$ cat src/rtl/iie_pkg.sv
package iie_pkg;

    localparam logic [7:0] OP_LIMM = 8'h02;
    localparam logic [7:0] OP_CND  = 8'h04;
    localparam logic [7:0] OP_OR   = 8'h10;
    localparam logic [7:0] OP_XOR  = 8'h11;
    localparam logic [7:0] OP_AND  = 8'h12;
    localparam logic [7:0] OP_SEXT = 8'h13;
    localparam logic [7:0] OP_ADD  = 8'h14;
    localparam logic [7:0] OP_SUB  = 8'h15;
    localparam logic [7:0] OP_MUL  = 8'h16;
    localparam logic [7:0] OP_SHL  = 8'h18;
    localparam logic [7:0] OP_SAR  = 8'h19;
    localparam logic [7:0] OP_DIV  = 8'h1a;
    localparam logic [7:0] OP_REM  = 8'h1b;
    localparam logic [7:0] OP_EQ   = 8'h20;
    localparam logic [7:0] OP_NE   = 8'h21;
    localparam logic [7:0] OP_LT   = 8'h22;
    localparam logic [7:0] OP_GE   = 8'h23;
    localparam logic [7:0] OP_LE   = 8'h24;
    localparam logic [7:0] OP_GT   = 8'h25;
    localparam logic [7:0] OP_TZ   = 8'h26;
    localparam logic [7:0] OP_TNZ  = 8'h27;

    localparam logic [16:0] ADV_LIMM = 17'd4;
    localparam logic [16:0] ADV_CND  = 17'd3;
    localparam logic [16:0] ADV_ALU  = 17'd5;
    localparam logic [16:0] ADV_CMP  = 17'd6;

    typedef enum logic [2:0] {
        ST_CLEAR,
        ST_IDLE,
        ST_READ,
        ST_EXEC,
        ST_DIV,
        ST_OUT
    } t_state;

    typedef struct packed {
        logic        start;
        logic        busy;
        logic        done;
    } t_div_ctl;

endpackage

$ cat src/rtl/iie_div.sv
module iie_div
    import iie_pkg::*;
(
    input  logic        i_clk,
    input  logic        i_rst_n,
    input  logic        i_start,
    input  logic [31:0] i_a,
    input  logic [31:0] i_b,
    output t_div_ctl    o_ctl,
    output logic [31:0] o_quo,
    output logic [31:0] o_rem
);

    logic [31:0] r_q, n_q;
    logic [32:0] r_r, n_r;
    logic [31:0] r_d;
    logic        r_nq, r_nr;
    logic [5:0]  r_cnt;
    logic        r_busy, r_done;
    logic [32:0] w_try;
    logic [31:0] w_aa, w_ab;

    assign w_aa  = i_a[31] ? (32'd0 - i_a) : i_a;
    assign w_ab  = i_b[31] ? (32'd0 - i_b) : i_b;
    assign w_try = {r_r[31:0], r_q[31]} - {1'b0, r_d};

    always_comb begin
        if (!w_try[32]) begin
            n_r = w_try;
            n_q = {r_q[30:0], 1'b1};
        end else begin
            n_r = {r_r[31:0], r_q[31]};
            n_q = {r_q[30:0], 1'b0};
        end
    end

    always_ff @(posedge i_clk) begin
        if (!i_rst_n) begin
            r_busy <= 1'b0;
            r_done <= 1'b0;
            r_cnt  <= 6'd0;
        end else begin
            r_done <= 1'b0;
            if (i_start) begin
                r_busy <= 1'b1;
                r_cnt  <= 6'd0;
            end else if (r_busy) begin
                r_cnt <= r_cnt + 6'd1;
                if (r_cnt == 6'd31) begin
                    r_busy <= 1'b0;
                    r_done <= 1'b1;
                end
            end
        end
    end

    always_ff @(posedge i_clk) begin
        if (i_start) begin
            r_q  <= w_aa;
            r_r  <= 33'd0;
            r_d  <= w_ab;
            r_nq <= i_a[31] ^ i_b[31];
            r_nr <= i_a[31];
        end else if (r_busy) begin
            r_q <= n_q;
            r_r <= n_r;
        end
    end

    assign o_quo = r_nq ? (32'd0 - r_q) : r_q;
    assign o_rem = r_nr ? (32'd0 - r_r[31:0]) : r_r[31:0];
    assign o_ctl = '{start: i_start, busy: r_busy, done: r_done};

endmodule
$ cat config.mk
export PLATFORM = sky130hd
export DESIGN_NAME = iie_div
export DESIGN_NICKNAME = d
export VERILOG_FILES = /design/src/rtl/iie_pkg.sv /design/src/rtl/iie_div.sv
export SDC_FILE = /design/constraint.sdc
export NUM_CORES = 1
export LEC_CHECK = 0
export BUFFER_PORTS_ARGS = -buffer_cell sky130_fd_sc_hd__buf_4
export CAP_MARGIN = 10
export CORE_MARGIN = 2
export CORE_UTILIZATION = 29
export DETAILED_ROUTE_END_ITERATION = 12
export GPL_TIMING_DRIVEN = 0
export PLACE_DENSITY_LB_ADDON = 0.05
export SYNTH_ARGS = -nofsm -noshare
export SYNTH_HDL_FRONTEND = slang
export SYNTH_SLANG_ARGS = --single-unit
$ cat constraint.sdc
create_clock -name i_clk -period 8.9 [get_ports i_clk]
set_input_delay 0.89 -clock i_clk [delete_from_list [all_inputs] [get_ports i_clk]]
set_output_delay 0.89 -clock i_clk [all_outputs]
set_load 0.1 [all_outputs]
After elaboration in Yosys (flattened, before gate mapping):

Cells that the tools add are included.

* register bits: 106
* ROM bits: 0
* bits in latches: 0
* memories: 0
* RAM bits: 0

* div/mod/pow operators: 0
* shift-type cells: 0
* muxes and demuxes: 12
* add/sub/neg operators: 6
* bitwise logic cells: 3
* order comparisons: 0
* reduce and logical (&&, ||, !) cells: 3
* multiply operators: 0
* equality and inequality tests: 1

Operators with widths (number)
* $mux 32: 6
* $sub 1x32->32 const A: 4
* $sub 33x32->33: 1
* $mux 31: 1
* $add 6x1->6 const B: 1
* $eq 6x5->1 const B: 1
* $mux 1: 5
* $reduce_or 3->1: 1
* $not 1->1: 2
* $reduce_bool 2->1: 1
* $reduce_or 2->1: 1
* $xor 1x1->1: 1

Depth between registers and ports, before layout:

* depth in word-level cells: 4
* mapped depth: 14
* depth with buffers taken out: 12

Worst setup path before layout:

No wires, ideal clock.

* path type: register to output
* start: register r_q[12]
* end: output port o_quo[30]
* arrival: 3.824 ns
* stages on the path, launching flop included: 8
* required time: 8.010 ns
* slack: 4.186 ns
* path buffers: 0
* cell sequence: edfxtp_1 -> or4_1 -> nor4_1 -> nand2b_1 -> or4_1 -> o31ai_1 -> nand2_1 -> xnor2_1

* cells in the longest elaborated chain, start to end: 2

RTL lines
* from (decl): line iie_div.sv:14 `logic [31:0] r_q, n_q;`
* from (signal assigned): line iie_div.sv:59 `r_q <= w_aa;`
* from (signal assigned): line iie_div.sv:65 `r_q <= n_q;`
* $sub 1x32->32: line iie_div.sv:70 `assign o_quo = r_nq ? (32'd0 - r_q) : r_q;`
* $mux 32: line iie_div.sv:70
* to (decl): line iie_div.sv:10 `output logic [31:0] o_quo,`

Every way passes these cells.

Final worst setup path:

* start: register r_r[2]
* end: output port o_rem[29]

* cells in the longest elaborated chain, start to end: 2

RTL lines
* from (decl): line iie_div.sv:15 `logic [32:0] r_r, n_r;`
* from (signal assigned): line iie_div.sv:66 `r_r <= n_r;`
* $sub 1x32->32: line iie_div.sv:71 `assign o_rem = r_nr ? (32'd0 - r_r[31:0]) : r_r[31:0];`
* $mux 32: line iie_div.sv:71
* to (decl): line iie_div.sv:11 `output logic [31:0] o_rem`

Every way passes these cells.

==> impl_metrics.py <==
metrics = {
    "finish": {
        "layout-area-overhead-vs-synth_pct": 20.9,
        "final_cell_mix": "buf_4 (138), xnor2_1 (102), nor2_1 (90)",
        "finalNetCount": 1223,
        "drive_gt1_frac": 0.155,
        "antennaDiodeCount": 0,
        "mostFrequentLayoutCell": "buf_4",
        "finish.utilization": 0.356,
    },
    "sta": {
        "slew_headroom": 0.402,
        "finalSetupViolations": 0,
        "fin_ws_ps": 4030,
        "fmax_ghz": 0.205,
        "finalHoldViolations": 0,
        "finalMaxSlewViolations": 0,
        "tns_ps": 0,
        "fin_crit_ps": 4870,
        "skew_ps": 15.4,
        "post-route-period-util": 0.547,
        "worst_pin_slew_ps": 889,
        "rsz0062_at_grt": "false",
    },
    "place": {
        "io_buffer_count": 133,
        "place_ws_ps": 4450,
        "dp_hpwl_um": 21300,
        "place_congestion": 0.819,
    },
    "routing": {
        "vias": 7603,
        "wl_um": 26900,
        "final_antenna_net_count": 0,
        "remaining_drc_errors": 0,
        "wire_per_inst_um": 17.9,
        "firstDrtPassIters": 5,
        "drt_iter0_drc": 439,
        "vias_per_cell": 5.05,
    },
    "setup_path": {
        "endpoint_kind": "output port",
        "crit_arrival_ps": 3980,
        "critPathMaxFanout": 7,
        "crit_required_ps": 8010,
        "startpoint_type": "flop",
        "worstSetupPathType": "reg2out",
    },
    "logic_synthesis": {
        "ys_seq_area_frac": 0.329,
        "synthArstFlopShare": 0,
        "synth_top_area_frac": 0.235,
        "synth_warnings": 0,
        "synthFlopType": "edfxtp_1",
        "synth.net_count": 1079,
        "synth_area_leaders": "edfxtp_1 (23%), xnor2_1 (11%), dfxtp_1 (9.5%), ha_1 (5.5%), xor2_1 (5.1%)",
        "syn_area_per_cell_um2": 8.67,
        "syn_area_um2": 8450,
        "synth_edf_count": 66,
        "syn_inst": 974,
        "ys_types": 65,
        "ys_ff_latch": 106,
        "synth_top_area_cell": "edfxtp_1",
    },
    "clocking": {
        "clock_latency_ps": 360,
        "cts_tree": "yes",
        "cts.sinks": 106,
        "cts_made_buffers": 9,
        "h-tree-depth": 3,
        "ctsHoldBuffers": 0,
        "cts_resized": 0,
        "clk_pin_slew_ps": 80,
        "cts_setup_buffers": 0,
        "clockRootBuffer": "clkbuf_16",
        "clk_path_buf_depth": 2,
    },
    "power": {
        "seqPwrFrac": 0.286,
        "peakVddDrop_uv": 102,
        "swShare": 0.507,
        "power.share.combinational": 0.530,
        "leakagePower_nw": 3.96,
        "power.density_nw_per_um2": 219,
        "p_int_mw": 1.10,
        "power_frac_clock": 0.184,
        "switching_power_mw": 1.13,
    },
    "floorplan": {
        "start_util": 0.294,
        "io_pins": 134,
        "die_area_um2": 30500,
        "core_um2": 28700,
        "die_h_um": 175,
        "die_w_um": 175,
        "num_rows": 62,
    },
    "grt": {
        "grt_pass1_wl_um": 42200,
        "grt_usage": 0.176,
        "antenna_found_initial": 0,
        "grt_max_degree": 37,
        "globalRouteOverflowTotal": 0,
        "grt_pass1_vias": 7340,
    },
    "run": {
        "maxCapViolations": 0,
    },
    "hold_path": {
        "hold_path_class": "reg2reg",
    },
    "status": {
        "outcome": "complete, no violations",
    },
}
sequential cells by signal, indices dropped and copies added, names as in the netlist:
| signal | flops |
|---|---|
| r_nq | 1 |
| r_nr | 1 |
| r_done | 1 |
| r_r | 32 |
| r_q | 32 |
| r_d | 32 |
| r_cnt | 6 |
| r_busy | 1 |
routing by layer:
metal	vias to the layer above	global-route usage	share of wire
met4	0	0.0389	0.011
met3	17	0.0194	0.038
met5	-	0	0
li1	3849	-	-
met1	3563	0.265	0.52
met2	174	0.269	0.43
synthesized netlist by cell type (3+ instances only):
cell type and count:
buf_1 4, a21o_1 18, a21oi_1 63, ha_1 37, o22ai_1 5, o2111ai_1 3, and3_1 6, nor2_1 90
o41ai_1 13, o211ai_1 4, xor2_1 49, or2_2 5, dfxtp_1 40, inv_1 51, buf_2 3, nor3_1 10
nand3_1 16, nor2b_1 4, o21a_1 6, nand2b_1 9, a21boi_0 4, or3_1 23, a211oi_1 26, o31ai_1 34
o21bai_1 6, nand2_1 64, xnor2_1 102, o21ai_0 59, nand4b_1 3, or4_1 18, nand4_1 9, a31oi_1 5
clkbuf_1 38, or3_4 3, buf_4 5, edfxtp_1 66, mux2i_1 26, nor4_1 11
critical path: stages (launching register included):
cell	delay (ps)
dfxtp_1	330
clkbuf_1	200
nor4_2	600
nand4_1	330
or3_1	460
or3_1	400
or4_1	480
o41ai_1	330
xnor2_1	170
buf_4	310
cell type report:
cell class,count,area (µm²)
fill,3053,18500
sequential,106,2780
tap,384,480
buffer,50,210
multi-input combinational,766,5260
timing repair buffer,133,998
inverter,52,195
clock inverter,7,61.3
clock buffer,9,225
cell families after synthesis:
family	count (synthesis)	synth area share
DFF	106	0.329
buffers and inverters	102	0.0480
and+or+nand+nor	282	0.168
muxes	27	0.0321
xor gates and xnor gates	151	0.157
AOI/OAI and AO/OA	268	0.209
adders and majority gates	38	0.0572
per-stage QoR:
| stage | instance area, µm² | instances | power [mW] | hold slack (ps) |
|---|---|---|---|---|
| after CTS | 10200 | 1507 | 2.25 | 476 |
| final | 10200 | 1507 | 2.24 | 473 |
| after detailed placement | 9930 | 1491 | 1.84 | 463 |
| after global placement | 9930 | 1491 | 1.84 | 464 |
| after global routing | 10200 | 1507 | 2.35 | 501 |
| after floorplan | 8450 | 974 | 1.55 | 424 |
power by group through the flow:
stage / Combinational [mW] / Clock, mW / Sequential [mW]
floorplan: 0.918 / 0 / 0.629
global placement: 1.19 / 0 / 0.653
detailed placement: 1.19 / 0 / 0.653
CTS: 1.19 / 0.421 / 0.641
global route: 1.26 / 0.436 / 0.650
finish: 1.19 / 0.411 / 0.640
worst paths after layout:
| kind | startpoint | endpoint | slack, ps | cells after the start |
|---|---|---|---|---|
| max | r_r[2]$_SDFFE_PP0P_ | o_rem[29] | 4030 | 9 |
| min | r_cnt[5]$_SDFFE_PP0P_ | r_done$_SDFF_PP0_ | 470 | 1 |
| max reg2reg | r_q[31]$_DFFE_PP_ | r_r[23]$_SDFFE_PP0P_ | 4380 | 14 |
| min reg2reg | r_cnt[5]$_SDFFE_PP0P_ | r_done$_SDFF_PP0_ | 470 | 1 |
Note: power is estimated with default switching activity, not from simulation.
